`config.mk`:
```
export PLATFORM = sky130hd
export DESIGN_NAME = encoder_multiturn_velocity_unit_flat
export DESIGN_NICKNAME = d
export VERILOG_FILES = /design/src/emv_pkg.sv /design/src/emv_if.sv /design/src/encoder_multiturn_velocity_unit.sv /design/src/flat_wrapper.sv
export SDC_FILE = /design/constraint.sdc
export NUM_CORES = 1
export LEC_CHECK = 0
export BUFFER_PORTS_ARGS = -buffer_cell sky130_fd_sc_hd__buf_2
export CAP_MARGIN = 10
export CORE_MARGIN = 8
export CORE_UTILIZATION = 52
export DETAILED_ROUTE_END_ITERATION = 16
export MAX_ROUTING_LAYER = met4
export PLACE_DENSITY = 0.67
export SLEW_MARGIN = 40
export SYNTH_ARGS = -nofsm -noshare
export SYNTH_HDL_FRONTEND = slang
export SYNTH_SLANG_ARGS = --single-unit
```
`constraint.sdc`:
```
create_clock -name clk -period 7.5 [get_ports clk]
set_input_delay 1.125 -clock clk [delete_from_list [all_inputs] [get_ports clk]]
set_output_delay 1.125 -clock clk [all_outputs]
set_load 0.02 [all_outputs]
```
`src/emv_pkg.sv`:
```
`timescale 1ns / 1ps
`default_nettype none

package emv_pkg;

    // Encoder geometry.
    localparam int ANGLE_BITS = 12;
    localparam int TURN_BITS  = 24;
    localparam int TOTAL_W    = TURN_BITS + ANGLE_BITS;

    // Velocity arithmetic widths.
    localparam int STAMP_W    = 32;
    localparam int VEL_W      = 32;
    localparam int QUOT_W     = 32;
    localparam int US_PER_S_W = 20;
    localparam int DELTA_W    = TURN_BITS + 1 + ANGLE_BITS;
    localparam int MAG_W      = TURN_BITS + ANGLE_BITS;
    localparam int ALU_W      = MAG_W + US_PER_S_W;
    localparam int SHIFT_W    = $clog2(US_PER_S_W);

    // One million is the sum of seven shifted copies of the magnitude.
    localparam int MUL_STEPS  = 7;
    localparam int MUL_IDX_W  = $clog2(MUL_STEPS);
    localparam int DIV_STEPS  = QUOT_W;
    localparam int STEP_W     = $clog2(DIV_STEPS);

    // Configuration register widths and indexes.
    localparam int THR_W      = 12;
    localparam int ZTS_W      = 16;
    localparam int CFG_DATA_W = 16;
    localparam int CFG_IDX_W  = 1;

    localparam logic [CFG_IDX_W-1:0] CFG_WRAP_THRESHOLD     = 1'd0;
    localparam logic [CFG_IDX_W-1:0] CFG_ZERO_TIME_SUBST    = 1'd1;

    localparam logic [THR_W-1:0] WRAP_THRESHOLD_RESET       = 12'd3276;
    localparam logic [ZTS_W-1:0] ZERO_TIME_SUBST_RESET      = 16'd1000;

    // Action codes of an input transaction.
    localparam logic [1:0] ACT_SAMPLE   = 2'd0;
    localparam logic [1:0] ACT_VELOCITY = 2'd1;
    localparam logic [1:0] ACT_REBASE   = 2'd2;

    typedef logic [1:0]                    action_t;
    typedef logic [ANGLE_BITS-1:0]         angle_t;
    typedef logic signed [TURN_BITS-1:0]   turns_t;
    typedef logic signed [TOTAL_W-1:0]     total_t;
    typedef logic [STAMP_W-1:0]            stamp_t;
    typedef logic signed [VEL_W-1:0]       velocity_t;

    localparam velocity_t VEL_MAX = {1'b0, {(VEL_W-1){1'b1}}};
    localparam velocity_t VEL_MIN = {1'b1, {(VEL_W-1){1'b0}}};

    typedef enum logic [3:0] {
        ST_IDLE,
        ST_SAMPLE,
        ST_ELAPSED,
        ST_TURN_DIFF,
        ST_ANGLE_DIFF,
        ST_ABS,
        ST_MUL,
        ST_SAT,
        ST_DIV,
        ST_FINISH,
        ST_PUBLISH
    } state_t;

    // Shift of the magnitude for each partial product of the multiply by one million.
    function automatic logic [SHIFT_W-1:0] mul_shift(input logic [MUL_IDX_W-1:0] idx);
        logic [SHIFT_W-1:0] sh;
        case (idx)
            3'd0:    sh = SHIFT_W'(6);
            3'd1:    sh = SHIFT_W'(9);
            3'd2:    sh = SHIFT_W'(14);
            3'd3:    sh = SHIFT_W'(16);
            3'd4:    sh = SHIFT_W'(17);
            3'd5:    sh = SHIFT_W'(18);
            3'd6:    sh = SHIFT_W'(19);
            default: sh = '0;
        endcase
        return sh;
    endfunction

endpackage

`default_nettype wire

```
`src/emv_if.sv`:
```
`timescale 1ns / 1ps
`default_nettype none

interface emv_sample_if;
    logic               valid;
    logic               ready;
    emv_pkg::action_t   action;
    emv_pkg::angle_t    raw_angle;
    logic               read_ok;
    emv_pkg::stamp_t    timestamp_us;

    modport source (output valid, output action, output raw_angle, output read_ok,
                    output timestamp_us, input ready);
    modport sink   (input valid, input action, input raw_angle, input read_ok,
                    input timestamp_us, output ready);
endinterface

interface emv_result_if;
    logic                 valid;
    logic                 ready;
    emv_pkg::angle_t      mechanical_angle;
    emv_pkg::turns_t      turn_count;
    emv_pkg::total_t      total_angle;
    emv_pkg::velocity_t   velocity;
    logic                 velocity_valid;

    modport source (output valid, output mechanical_angle, output turn_count,
                    output total_angle, output velocity, output velocity_valid,
                    input ready);
    modport sink   (input valid, input mechanical_angle, input turn_count,
                    input total_angle, input velocity, input velocity_valid,
                    output ready);
endinterface

`default_nettype wire

```
`src/encoder_multiturn_velocity_unit.sv`:
```
// Multi-turn tracker and velocity estimator for an absolute angle encoder.
// The samples channel carries one encoder reading per transaction: an action
// code, the raw single-turn angle, a read-ok flag and a microsecond timestamp.
// The results channel returns exactly one transaction per sample with the
// single-turn angle, the turn count, the multi-turn angle and, for a velocity
// request, the velocity in counts per second since the stored baseline.
// A plain write port (cfg_we, cfg_index, cfg_data) sets the wrap threshold and
// the substitute for a zero elapsed time; write it only while the block is idle.
// A sample-only or rebase transaction goes through the sample update and the
// publish state; the next sample is taken once the sequencer returns to idle.
// A velocity request runs further before it publishes: one shared 56-bit adder
// first forms the elapsed time, the count delta and its magnitude, then
// multiplies by one million in seven shift-and-add steps and runs a 32-step
// restoring division, which is skipped when the quotient saturates.
// Samples are accepted only while the sequencer is idle. The result sits in
// an output register, so a stalled receiver does not block the next sample;
// only a second finished result waits for it.
// Reset clears all tracking state to zero, unprimes the block and loads the
// register defaults (threshold 3276, substitute 1000 us).
`timescale 1ns / 1ps
`default_nettype none

module encoder_multiturn_velocity_unit (
    input  wire                                  clk,
    input  wire                                  rst_n,
    input  wire                                  cfg_we,
    input  wire  [emv_pkg::CFG_IDX_W-1:0]        cfg_index,
    input  wire  [emv_pkg::CFG_DATA_W-1:0]       cfg_data,
    emv_sample_if.sink                           samples,
    emv_result_if.source                         results
);
    import emv_pkg::*;

    // Sequencer state.
    state_t                 state_reg, state_next;
    logic [STEP_W-1:0]      step_reg, step_next;

    // Configuration registers.
    logic [THR_W-1:0]       wrap_thr_reg;
    logic [ZTS_W-1:0]       zts_reg;

    // Tracking state and velocity baseline.
    angle_t                 last_angle_reg, last_angle_next;
    logic [TURN_BITS-1:0]   turns_reg, turns_next;
    stamp_t                 last_time_reg, last_time_next;
    angle_t                 base_angle_reg, base_angle_next;
    logic [TURN_BITS-1:0]   base_turns_reg, base_turns_next;
    stamp_t                 base_time_reg, base_time_next;
    logic                   primed_reg, primed_next;

    // Captured input transaction.
    action_t                action_reg;
    angle_t                 raw_reg;
    logic                   ok_reg;
    stamp_t                 stamp_reg;

    // Arithmetic working registers.
    logic [ALU_W-1:0]       acc_reg, acc_next;
    logic [MAG_W-1:0]       mag_reg, mag_next;
    logic [QUOT_W-1:0]      rem_reg, rem_next;
    logic [QUOT_W-1:0]      divisor_reg, divisor_next;
    logic                   neg_reg, neg_next;
    logic                   ovf_reg, ovf_next;
    velocity_t              vel_reg, vel_next;

    // Output register.
    logic                   out_valid_reg, out_valid_next;
    angle_t                 out_angle_reg;
    logic [TURN_BITS-1:0]   out_turns_reg;
    velocity_t              out_vel_reg;
    logic                   out_vel_valid_reg;

    // Shared adder: subtract mode gives a - b with the carry out set when a >= b.
    logic [ALU_W-1:0]       alu_a, alu_b;
    logic                   alu_sub;
    logic [ALU_W:0]         alu_sum;

    // Per-sample decode.
    logic [ANGLE_BITS:0]    fwd_diff;
    logic [ANGLE_BITS:0]    back_diff;
    logic                   jump_up;
    logic [ANGLE_BITS-1:0]  jump_mag;
    logic                   crossing;
    logic [QUOT_W-1:0]      quot;
    logic                   publish;
    logic                   accept;

    assign accept  = samples.valid && samples.ready;
    assign publish = (state_reg == ST_PUBLISH) && (!out_valid_reg || results.ready);

    assign samples.ready            = (state_reg == ST_IDLE);
    assign results.valid            = out_valid_reg;
    assign results.mechanical_angle = out_angle_reg;
    assign results.turn_count       = out_turns_reg;
    assign results.total_angle      = {out_turns_reg, out_angle_reg};
    assign results.velocity         = out_vel_reg;
    assign results.velocity_valid   = out_vel_valid_reg;

    assign alu_sum = {1'b0, alu_a} + {1'b0, (alu_sub ? ~alu_b : alu_b)}
                   + {{ALU_W{1'b0}}, alu_sub};

    // Wrap test against the previous angle. A positive jump is raw above last.
    assign fwd_diff  = {1'b0, raw_reg} - {1'b0, last_angle_reg};
    assign back_diff = {1'b0, last_angle_reg} - {1'b0, raw_reg};
    assign jump_up   = !fwd_diff[ANGLE_BITS] && (fwd_diff != '0);
    assign jump_mag  = jump_up ? fwd_diff[ANGLE_BITS-1:0] : back_diff[ANGLE_BITS-1:0];
    assign crossing  = (jump_mag > wrap_thr_reg);

    assign quot = acc_reg[QUOT_W-1:0];

    // Next-state logic of the sequencer.
    always_comb
    begin
        state_next = state_reg;
        case (state_reg)
            ST_IDLE:
            begin
                if (accept)
                begin
                    state_next = ST_SAMPLE;
                end
            end
            ST_SAMPLE:
            begin
                if (action_reg == ACT_VELOCITY)
                begin
                    state_next = ST_ELAPSED;
                end
                else
                begin
                    state_next = ST_PUBLISH;
                end
            end
            ST_ELAPSED:    state_next = ST_TURN_DIFF;
            ST_TURN_DIFF:  state_next = ST_ANGLE_DIFF;
            ST_ANGLE_DIFF: state_next = ST_ABS;
            ST_ABS:        state_next = ST_MUL;
            ST_MUL:
            begin
                if (step_reg == STEP_W'(MUL_STEPS - 1))
                begin
                    state_next = ST_SAT;
                end
            end
            ST_SAT:
            begin
                // A quotient of 2^32 or more saturates without dividing.
                if (alu_sum[ALU_W])
                begin
                    state_next = ST_FINISH;
                end
                else
                begin
                    state_next = ST_DIV;
                end
            end
            ST_DIV:
            begin
                if (step_reg == STEP_W'(DIV_STEPS - 1))
                begin
                    state_next = ST_FINISH;
                end
            end
            ST_FINISH:     state_next = ST_PUBLISH;
            ST_PUBLISH:
            begin
                if (publish)
                begin
                    state_next = ST_IDLE;
                end
            end
            default:       state_next = ST_IDLE;
        endcase
    end

    // Datapath control: operand selection of the shared adder and register updates.
    always_comb
    begin
        step_next       = step_reg;
        last_angle_next = last_angle_reg;
        turns_next      = turns_reg;
        last_time_next  = last_time_reg;
        base_angle_next = base_angle_reg;
        base_turns_next = base_turns_reg;
        base_time_next  = base_time_reg;
        primed_next     = primed_reg;
        acc_next        = acc_reg;
        mag_next        = mag_reg;
        rem_next        = rem_reg;
        divisor_next    = divisor_reg;
        neg_next        = neg_reg;
        ovf_next        = ovf_reg;
        vel_next        = vel_reg;
        alu_a           = '0;
        alu_b           = '0;
        alu_sub         = 1'b0;

        case (state_reg)
            ST_SAMPLE:
            begin
                last_time_next = stamp_reg;
                vel_next       = '0;
                if (ok_reg)
                begin
                    last_angle_next = raw_reg;
                    if (!primed_reg)
                    begin
                        primed_next = 1'b1;
                    end
                    else if (crossing)
                    begin
                        // A forward jump past the threshold is a crossing backward.
                        turns_next = jump_up ? (turns_reg - 1'b1) : (turns_reg + 1'b1);
                    end
                end
                if ((ok_reg && !primed_reg) || (action_reg == ACT_REBASE))
                begin
                    base_angle_next = last_angle_next;
                    base_turns_next = turns_next;
                    base_time_next  = last_time_next;
                end
            end
            ST_ELAPSED:
            begin
                alu_a   = ALU_W'(last_time_reg);
                alu_b   = ALU_W'(base_time_reg);
                alu_sub = 1'b1;
                if (alu_sum[STAMP_W-1:0] != '0)
                begin
                    divisor_next = alu_sum[QUOT_W-1:0];
                end
                else if (zts_reg != '0)
                begin
                    divisor_next = QUOT_W'(zts_reg);
                end
                else
                begin
                    divisor_next = QUOT_W'(1);
                end
            end
            ST_TURN_DIFF:
            begin
                alu_a    = {{(ALU_W-TURN_BITS){turns_reg[TURN_BITS-1]}}, turns_reg};
                alu_b    = {{(ALU_W-TURN_BITS){base_turns_reg[TURN_BITS-1]}}, base_turns_reg};
                alu_sub  = 1'b1;
                acc_next = alu_sum[ALU_W-1:0];
            end
            ST_ANGLE_DIFF:
            begin
                // Turn difference with the angle appended is the count delta before
                // the base angle is taken off.
                alu_a    = {{(ALU_W-DELTA_W){acc_reg[TURN_BITS]}}, acc_reg[TURN_BITS:0],
                            last_angle_reg};
                alu_b    = ALU_W'(base_angle_reg);
                alu_sub  = 1'b1;
                acc_next = alu_sum[ALU_W-1:0];
            end
            ST_ABS:
            begin
                neg_next = acc_reg[DELTA_W-1];
                if (acc_reg[DELTA_W-1])
                begin
                    alu_a   = '0;
                    alu_b   = acc_reg;
                    alu_sub = 1'b1;
                end
                else
                begin
                    alu_a = acc_reg;
                end
                mag_next  = alu_sum[MAG_W-1:0];
                acc_next  = '0;
                step_next = '0;
            end
            ST_MUL:
            begin
                alu_a     = acc_reg;
                alu_b     = ALU_W'(mag_reg) << mul_shift(step_reg[MUL_IDX_W-1:0]);
                acc_next  = alu_sum[ALU_W-1:0];
                step_next = (step_reg == STEP_W'(MUL_STEPS - 1)) ? '0 : step_reg + 1'b1;
            end
            ST_SAT:
            begin
                alu_a     = ALU_W'(acc_reg[ALU_W-1:QUOT_W]);
                alu_b     = ALU_W'(divisor_reg);
                alu_sub   = 1'b1;
                ovf_next  = alu_sum[ALU_W];
                rem_next  = QUOT_W'(acc_reg[ALU_W-1:QUOT_W]);
                step_next = '0;
            end
            ST_DIV:
            begin
                alu_a     = ALU_W'({rem_reg, acc_reg[QUOT_W-1]});
                alu_b     = ALU_W'(divisor_reg);
                alu_sub   = 1'b1;
                rem_next  = alu_sum[ALU_W] ? alu_sum[QUOT_W-1:0] : {rem_reg[QUOT_W-2:0],
                                                                   acc_reg[QUOT_W-1]};
                acc_next  = {acc_reg[ALU_W-1:QUOT_W], acc_reg[QUOT_W-2:0], alu_sum[ALU_W]};
                step_next = step_reg + 1'b1;
            end
            ST_FINISH:
            begin
                alu_a   = '0;
                alu_b   = ALU_W'(quot);
                alu_sub = 1'b1;
                if (ovf_reg)
                begin
                    vel_next = neg_reg ? VEL_MIN : VEL_MAX;
                end
                else if (neg_reg)
                begin
                    vel_next = (quot[QUOT_W-1] && (quot[QUOT_W-2:0] != '0))
                             ? VEL_MIN : velocity_t'(alu_sum[VEL_W-1:0]);
                end
                else
                begin
                    vel_next = quot[QUOT_W-1] ? VEL_MAX : velocity_t'(quot);
                end
                base_angle_next = last_angle_reg;
                base_turns_next = turns_reg;
                base_time_next  = last_time_reg;
            end
            default:
            begin
            end
        endcase
    end

    always_comb
    begin
        out_valid_next = out_valid_reg;
        if (publish)
        begin
            out_valid_next = 1'b1;
        end
        else if (results.ready)
        begin
            out_valid_next = 1'b0;
        end
    end

    // Control and tracking state.
    always_ff @(posedge clk or negedge rst_n)
    begin
        if (!rst_n)
        begin
            state_reg      <= ST_IDLE;
            step_reg       <= '0;
            wrap_thr_reg   <= WRAP_THRESHOLD_RESET;
            zts_reg        <= ZERO_TIME_SUBST_RESET;
            last_angle_reg <= '0;
            turns_reg      <= '0;
            last_time_reg  <= '0;
            base_angle_reg <= '0;
            base_turns_reg <= '0;
            base_time_reg  <= '0;
            primed_reg     <= 1'b0;
            out_valid_reg  <= 1'b0;
        end
        else
        begin
            state_reg      <= state_next;
            step_reg       <= step_next;
            last_angle_reg <= last_angle_next;
            turns_reg      <= turns_next;
            last_time_reg  <= last_time_next;
            base_angle_reg <= base_angle_next;
            base_turns_reg <= base_turns_next;
            base_time_reg  <= base_time_next;
            primed_reg     <= primed_next;
            out_valid_reg  <= out_valid_next;
            if (cfg_we && (cfg_index == CFG_WRAP_THRESHOLD))
            begin
                wrap_thr_reg <= cfg_data[THR_W-1:0];
            end
            if (cfg_we && (cfg_index == CFG_ZERO_TIME_SUBST))
            begin
                zts_reg <= cfg_data[ZTS_W-1:0];
            end
        end
    end

    // Payload and arithmetic registers carry no reset.
    always_ff @(posedge clk)
    begin
        acc_reg     <= acc_next;
        mag_reg     <= mag_next;
        rem_reg     <= rem_next;
        divisor_reg <= divisor_next;
        neg_reg     <= neg_next;
        ovf_reg     <= ovf_next;
        vel_reg     <= vel_next;
        if (accept)
        begin
            action_reg <= samples.action;
            raw_reg    <= samples.raw_angle;
            ok_reg     <= samples.read_ok;
            stamp_reg  <= samples.timestamp_us;
        end
        if (publish)
        begin
            out_angle_reg     <= last_angle_reg;
            out_turns_reg     <= turns_reg;
            out_vel_reg       <= vel_reg;
            out_vel_valid_reg <= (action_reg == ACT_VELOCITY);
        end
    end

    // The partial remainder stays below the divisor throughout the division.
    assert property (@(posedge clk) disable iff (!rst_n)
        (state_reg == ST_DIV) |-> (rem_reg < divisor_reg))
        else $error("division remainder reached the divisor");

    // The elapsed-time divisor is never zero once it is in use.
    assert property (@(posedge clk) disable iff (!rst_n)
        ((state_reg == ST_SAT) || (state_reg == ST_DIV) || (state_reg == ST_FINISH))
        |-> (divisor_reg != '0))
        else $error("zero divisor in velocity computation");

    // A result without a fresh velocity reports zero velocity.
    assert property (@(posedge clk) disable iff (!rst_n)
        (results.valid && !results.velocity_valid) |-> (results.velocity == '0))
        else $error("stale velocity on a sample-only result");

    // An accepted transaction starts the sample update on the next cycle.
    assert property (@(posedge clk) disable iff (!rst_n)
        accept |=> (state_reg == ST_SAMPLE))
        else $error("accepted sample not processed");

endmodule

`default_nettype wire
```
`src/flat_wrapper.sv`:
```
// flat-port wrapper written by rule: the top's interface ports become plain ports
module encoder_multiturn_velocity_unit_flat import emv_pkg::*;
  (clk, rst_n, cfg_we, cfg_index, cfg_data, samples_valid, samples_action, samples_raw_angle, samples_read_ok, samples_timestamp_us, samples_ready, results_valid, results_mechanical_angle, results_turn_count, results_total_angle, results_velocity, results_velocity_valid, results_ready);
  emv_sample_if samples_i ();
  emv_result_if results_i ();
  input  wire clk;
  input  wire rst_n;
  input  wire cfg_we;
  input  wire  [emv_pkg::CFG_IDX_W-1:0] cfg_index;
  input  wire  [emv_pkg::CFG_DATA_W-1:0] cfg_data;
  input wire logic [$bits(samples_i.valid)-1:0] samples_valid;
  input wire logic [$bits(samples_i.action)-1:0] samples_action;
  input wire logic [$bits(samples_i.raw_angle)-1:0] samples_raw_angle;
  input wire logic [$bits(samples_i.read_ok)-1:0] samples_read_ok;
  input wire logic [$bits(samples_i.timestamp_us)-1:0] samples_timestamp_us;
  output wire logic [$bits(samples_i.ready)-1:0] samples_ready;
  output wire logic [$bits(results_i.valid)-1:0] results_valid;
  output wire logic [$bits(results_i.mechanical_angle)-1:0] results_mechanical_angle;
  output wire logic [$bits(results_i.turn_count)-1:0] results_turn_count;
  output wire logic [$bits(results_i.total_angle)-1:0] results_total_angle;
  output wire logic [$bits(results_i.velocity)-1:0] results_velocity;
  output wire logic [$bits(results_i.velocity_valid)-1:0] results_velocity_valid;
  input wire logic [$bits(results_i.ready)-1:0] results_ready;
  assign samples_i.valid = samples_valid;
  assign samples_i.action = samples_action;
  assign samples_i.raw_angle = samples_raw_angle;
  assign samples_i.read_ok = samples_read_ok;
  assign samples_i.timestamp_us = samples_timestamp_us;
  assign samples_ready = samples_i.ready;
  assign results_valid = results_i.valid;
  assign results_mechanical_angle = results_i.mechanical_angle;
  assign results_turn_count = results_i.turn_count;
  assign results_total_angle = results_i.total_angle;
  assign results_velocity = results_i.velocity;
  assign results_velocity_valid = results_i.velocity_valid;
  assign results_i.ready = results_ready;
  encoder_multiturn_velocity_unit u_core (.clk(clk), .rst_n(rst_n), .cfg_we(cfg_we), .cfg_index(cfg_index), .cfg_data(cfg_data), .samples(samples_i), .results(results_i));
endmodule
```
=== Word-level counts from Yosys, hierarchy flattened ===
Index checks and enable logic that the tools add are counted.

* Reductions and logical operators: 32
* Order comparisons: 1
* Shift-type cells: 1
* Eq/ne operators: 25
* Add/subtract/negate cells: 7
* Mux-type cells: 43
* Bitwise operators: 3

{| class="wikitable"
|+ Operator list
! kind !! number
|-
| case mux 56 bit (7 select lines) || 2
|-
| two-way mux 32 bit || 7
|-
| case mux 32 bit (2 select lines) || 3
|-
| two-way mux 56 bit || 3
|-
| case mux 56 bit (3 select lines) || 1
|-
| two-way mux 24 bit || 5
|-
| adder 56 x 56 -> 57 bit || 1
|-
| adder 57 x 1 -> 57 bit || 1
|-
| NOT 56 bit || 1
|-
| << shifter 36 x 5 -> 56 bit || 1
|-
| case mux 24 bit (2 select lines) || 1
|-
| case mux 4 bit (11 select lines) || 1
|-
| two-way mux 12 bit || 3
|-
| case mux 5 bit (7 select lines) || 1
|-
| nonzero test 32 bit || 1
|-
| two-way mux 31 bit || 1
|-
| nonzero test 31 bit || 1
|-
| adder 24 x 1 -> 24 bit (second input constant) || 1
|-
| case mux 12 bit (2 select lines) || 1
|-
| subtractor 24 x 1 -> 24 bit (second input constant) || 1
|-
| two-way mux 4 bit || 5
|-
| equality test 4 x 3 -> 1 bit (second input constant) || 4
|-
| two-way mux 16 bit || 1
|-
| nonzero test 16 bit || 1
|-
| other kinds (34) || 64
|}

* Register bits after elaboration: 481
* Output and inout bits: 107
* Input bits: 69

=== Logic depth before layout (Yosys ltp) ===
* Depth after elaboration: 13
* Gate-level depth with buffers: 29

=== Least setup slack after synthesis ===
OpenSTA, ideal clock, no wires.

* Path kind: flip-flop to flip-flop
* Start: reg u_core.state_reg[1]
* End: reg u_core.rem_reg[18], data pin
* Setup slack: 0.711 ns
* Cell stages (with the launch flop): 26
* Arrival time: 6.522 ns
* Required time: 7.232 ns
* Path through: dfrtp_1 > buf_2 > nand2b_1 > nor2_1 > and2_1 > clkbuf_1 > or2_2 > clkbuf_1 > clkbuf_1 > nand2_1 > and3_1 > ha_1 > clkbuf_1 > a21o_1 > a21o_1 > a21oi_1 > o211ai_1 > a2111oi_0 > o21ai_1 > a211oi_1 > o21ai_1 > a31o_2 > clkbuf_1 > buf_2 > mux2i_1 > o21ai_0

* Cells in the longest elaborated chain, start to end: 9
* Elaborated cells on any way between the ends: 19
* Those cells by class: add/sub: 2; eq/ne: 8; mux: 6; bitwise: 1; reduce/logical: 2

{| class="wikitable"
|+ Ends and longest elaborated chain
! element !! RTL line !! RTL
|-
| start, declared || encoder_multiturn_velocity_unit.sv:35 || <nowiki>state_t state_reg, state_next;</nowiki>
|-
| start signal, assigned || encoder_multiturn_velocity_unit.sv:362 || <nowiki>state_reg <= state_next;</nowiki>
|-
| equality test 4 x 3 -> 1 bit / equality test 4 bit (equally long branches) || encoder_multiturn_velocity_unit.sv:198 || <nowiki>case (state_reg)</nowiki>
|-
| OR reduction 2 bit (no line) || -- ||
|-
| case mux 56 bit (7 select lines) || encoder_multiturn_velocity_unit.sv:198 ||
|-
| NOT 56 bit || encoder_multiturn_velocity_unit.sv:99 || <nowiki>assign alu_sum = {1'b0, alu_a} + {1'b0, (alu_sub ? ~alu_b : alu_b)}</nowiki>
|-
| two-way mux 56 bit || encoder_multiturn_velocity_unit.sv:99 ||
|-
| adder 56 x 56 -> 57 bit || encoder_multiturn_velocity_unit.sv:99 ||
|-
| adder 57 x 1 -> 57 bit || encoder_multiturn_velocity_unit.sv:100 || <nowiki>+ {{ALU_W{1'b0}}, alu_sub};</nowiki>
|-
| two-way mux 32 bit || encoder_multiturn_velocity_unit.sv:296 || <nowiki>rem_next = alu_sum[ALU_W] ? alu_sum[QUOT_W-1:0] : {rem_reg[QUOT_W-2:0],</nowiki>
|-
| case mux 32 bit (2 select lines) * || encoder_multiturn_velocity_unit.sv:198 ||
|-
| named net u_core.rem_next[18] || encoder_multiturn_velocity_unit.sv:60 || <nowiki>logic [QUOT_W-1:0] rem_reg, rem_next;</nowiki>
|-
| end signal, assigned || encoder_multiturn_velocity_unit.sv:388 || <nowiki>rem_reg <= rem_next;</nowiki>
|-
| end, declared || encoder_multiturn_velocity_unit.sv:60 ||
|}

Mark *: on every way through the listed nets, which the timed path passes. The rest lies on a longest branch.
A chain may end at the register's enable or synchronous reset.

=== Worst setup path after layout ===
* Start: reg u_core.step_reg[0]
* End: reg u_core.rem_reg[22], data pin

* Cells in the longest elaborated chain, start to end: 11
* Elaborated cells on any way between the ends: 17
* Those cells by class: add/sub: 2; eq/ne: 6; shift: 1; mux: 6; bitwise: 1; reduce/logical: 1

{| class="wikitable"
|+ Ends and longest elaborated chain
! element !! RTL line !! RTL
|-
| start, declared || encoder_multiturn_velocity_unit.sv:36 || <nowiki>logic [STEP_W-1:0] step_reg, step_next;</nowiki>
|-
| start signal, assigned || encoder_multiturn_velocity_unit.sv:363 || <nowiki>step_reg <= step_next;</nowiki>
|-
| equality test 3 bit (tied with other cells) || emv_pkg.sv:71 || <nowiki>case (idx)</nowiki>
|-
| case mux 5 bit (7 select lines) * || emv_pkg.sv:71 ||
|-
| two-way mux 5 bit * || encoder_multiturn_velocity_unit.sv:198 ||
|-
| << shifter 36 x 5 -> 56 bit * || encoder_multiturn_velocity_unit.sv:278 || <nowiki>alu_b = ALU_W'(mag_reg) << mul_shift(step_reg[MUL_IDX_W-1:0]);</nowiki>
|-
| case mux 56 bit (7 select lines) * || encoder_multiturn_velocity_unit.sv:198 ||
|-
| NOT 56 bit || encoder_multiturn_velocity_unit.sv:99 ||
|-
| two-way mux 56 bit * || encoder_multiturn_velocity_unit.sv:99 ||
|-
| adder 56 x 56 -> 57 bit * || encoder_multiturn_velocity_unit.sv:99 ||
|-
| adder 57 x 1 -> 57 bit * || encoder_multiturn_velocity_unit.sv:100 ||
|-
| two-way mux 32 bit * || encoder_multiturn_velocity_unit.sv:296 ||
|-
| case mux 32 bit (2 select lines) * || encoder_multiturn_velocity_unit.sv:198 ||
|-
| named net u_core.rem_next[22] || encoder_multiturn_velocity_unit.sv:60 ||
|}

Mark *: on every way through the listed nets, which the timed path passes. The rest lies on a longest branch. The select of a mux whose other input is x is not followed.

==> results.json <==
{
  "ios": 176,
  "place_congestion": 1.08,
  "largest_register_ffs": 56,
  "syn_nets": 3149,
  "start_util": 0.522,
  "synthSimpleGateAreaFrac": 0.141,
  "ys_ff_latch": 481,
  "die_w_um": 253,
  "max_slew_margin": 0.450,
  "overflow": 0,
  "arrival_ps": 7510,
  "drive_gt1_frac": 0.176,
  "synth.area.mux_share": 0.0755,
  "holdCritPathClass": "in -> async",
  "clkSlewWorstSetupHoldPaths_ps": 70,
  "status": "finished clean",
  "ys_warn_count": 0,
  "coreArea_um2": 56000,
  "rr_worst_depth": 24,
  "cap_violations": 0,
  "syn_inst": 2959,
  "start_kind": "flop",
  "critPathRequiredTime_ps": 7900,
  "min_period_ps": 7100,
  "critPathKind": "reg -> reg",
  "crit_path_end_kind": "flop",
  "synth_xor_xnor_area_share": 0.0294,
  "synth_cell_types": 91,
  "syn_area_um2": 29200,
  "critPathMaxFanout": 35,
  "drt-total-wl_um": 114000,
  "cts.hold.buffers_added": 0,
  "tightest_slew_ps": 823,
  "htreeDepth": 2,
  "drtIter0Drc": 2957,
  "skew_ps": 33.0,
  "placement.io_buffers": 175,
  "synth_enable_flop_cells": 306,
  "avgSynthCellArea_um2": 9.86,
  "synth_top_area_frac": 0.315,
  "grt_pass1_vias": 25044,
  "synth_fa_ha_area_frac": 0.0529,
  "post_drt_wl_per_cell_um": 28.8,
  "antenna_found_initial": 3,
  "synth_most_common_cell": "nand2_1",
  "fin_crit_sh": 0.947,
  "hpwl_um": 86200,
  "routed-via-count": 25710,
  "rsz0062_at_grt": "no",
  "async_flop_share": 0.364,
  "via_per_inst": 6.50,
  "clk_path_buf_depth": 3,
  "synth_top_family_by_area": "compound AO/OA/AOI/OAI gates",
  "synthTopCellsByCount": "nand2_1 (446), edfxtp_1 (306), a21oi_1 (195)",
  "yosys.area.top_type": "edfxtp_1",
  "grt_pass1_wl_um": 166000,
  "fillers": 4758,
  "fmax_mhz": 141,
  "ys.flop_type": "edfxtp_1",
  "fp.dieH_um": 253,
  "drc": 0,
  "setup_viol": 0,
  "clock-sinks": 481,
  "rows": 87,
  "hold_violations": 0,
  "clock_latency_ps": 640,
  "final_nets": 3342,
  "grt.total_usage": 0.358,
  "pre_cts_ws_ps": 375,
  "synth.area.top_cells": "edfxtp_1 (31%), dfrtp_1 (14%), mux2i_1 (6.2%)",
  "yosysSeqAreaShare": 0.465,
  "synth_compound_area_frac": 0.191,
  "cts_root_buffer": "clkbuf_16",
  "worst_slack_ps": 397,
  "area_growth_pct": 14.7,
  "slew_violations": 0,
  "numCtsBuffers": 53,
  "holdWs_ps": 390,
  "die-area_um2": 64000,
  "grt_max_degree": 141,
  "cts_tree": "done",
  "drtAntennaViolNets": 0,
  "first_pass_iters": 9
}
[cell families (layout without fill, tap and decap cells)]
kind of cell,Yosys count,count (layout)
adder cells (fa/ha/maj),121,121
AO/OA/AOI/OAI,828,828
XOR/XNOR,98,98
AND/OR/NAND/NOR,908,908
other,0,4
multiplexers,216,216
flip-flops,481,481
buffers and inverters,307,543
[critical path: stages (launching register included)]
cell	delay [ps]
dfrtp_1	520
inv_1	210
ha_1	300
o21ai_0	180
a22o_2	380
buf_12	260
mux2i_1	340
mux2i_1	190
mux2i_1	300
mux2i_1	130
o21ai_0	310
and3_1	220
ha_1	320
a21o_1	250
a21o_1	180
a21oi_1	290
o211ai_1	290
a2111oi_0	530
o21ai_1	200
a211oi_1	320
o21ai_1	170
a31o_2	290
buf_12	180
mux2i_1	150
o21ai_0	330
[layout by cell type (no fill, tap or decap), drive strengths merged, types with 27 or more instances in the layout]
cell type	n
ha	117
o21ai	185
nor3	34
a22oi	40
xnor2	57
a222oi	44
a21oi	198
nor2b	27
a22o	43
buf	371
nand2	446
a211oi	43
edfxtp	306
mux2i	182
dfrtp	163
nor2	186
inv	77
clkbuf	62
a21o	87
a31oi	49
xor2	41
mux2	34
nand3	62
[cell type report]
cell class | count | area [um^2] | area share
diodes | 4 | 10.0 | 0.000299
clock buffers | 62 | 1410 | 0.0421
clock inverters | 36 | 387 | 0.0115
inverters | 74 | 278 | 0.00830
multi-input cells | 2171 | 14400 | 0.431
flip-flops and latches | 481 | 13600 | 0.406
well taps | 756 | 946 | 0.0282
repair buffers | 371 | 2450 | 0.0731
[routing by layer]
layer  GRT usage  share of wire
met1       0.437           0.39
met2       0.563           0.46
met3      0.0614          0.081
met4       0.197          0.066
met5           -              0
[worst paths after layout]
check | startpoint | end | slack [ps]
setup reg to reg | u_core.step_reg[0]$_DFFE_PN0P_ | u_core.rem_reg[22]$_DFFE_PN_ | 400
hold reg to reg | u_core.vel_reg[12]$_SDFFCE_PN0P_ | u_core.results.velocity[12]$_DFFE_PP_ | 420
hold / removal | rst_n | u_core.step_reg[0]$_DFFE_PN0P_ | 390
max in group asynchronous | rst_n | u_core.last_time_reg[27]$_DFFE_PN0P_ | 5940
setup / recovery | u_core.step_reg[0]$_DFFE_PN0P_ | u_core.rem_reg[22]$_DFFE_PN_ | 400
min in group clk | u_core.vel_reg[12]$_SDFFCE_PN0P_ | u_core.results.velocity[12]$_DFFE_PP_ | 420
[through the flow]
stage          TNS [ps]  area (um^2)   util  cells
6_report              0        33500  0.598   3955
2_1_floorplan         0        29200      -   2959
3_3_place_gp      -43.4        31600  0.564   3843
3_5_place_dp          0        31600  0.565   3846
4_1_cts               0        33400  0.597   3944
5_1_grt               0        33500  0.598   3954
[what timing repair did]
action                                 4_1_cts  5_1_grt
endpoints found under the hold margin        0        0
setup endpoints to repair                    0       21
setup buffers                                0        6
resized for setup                            0        1
Power is left out: the tool's default activity adds up to more than one toggle a clock period on the data nets, which glitch-free logic cannot reach.
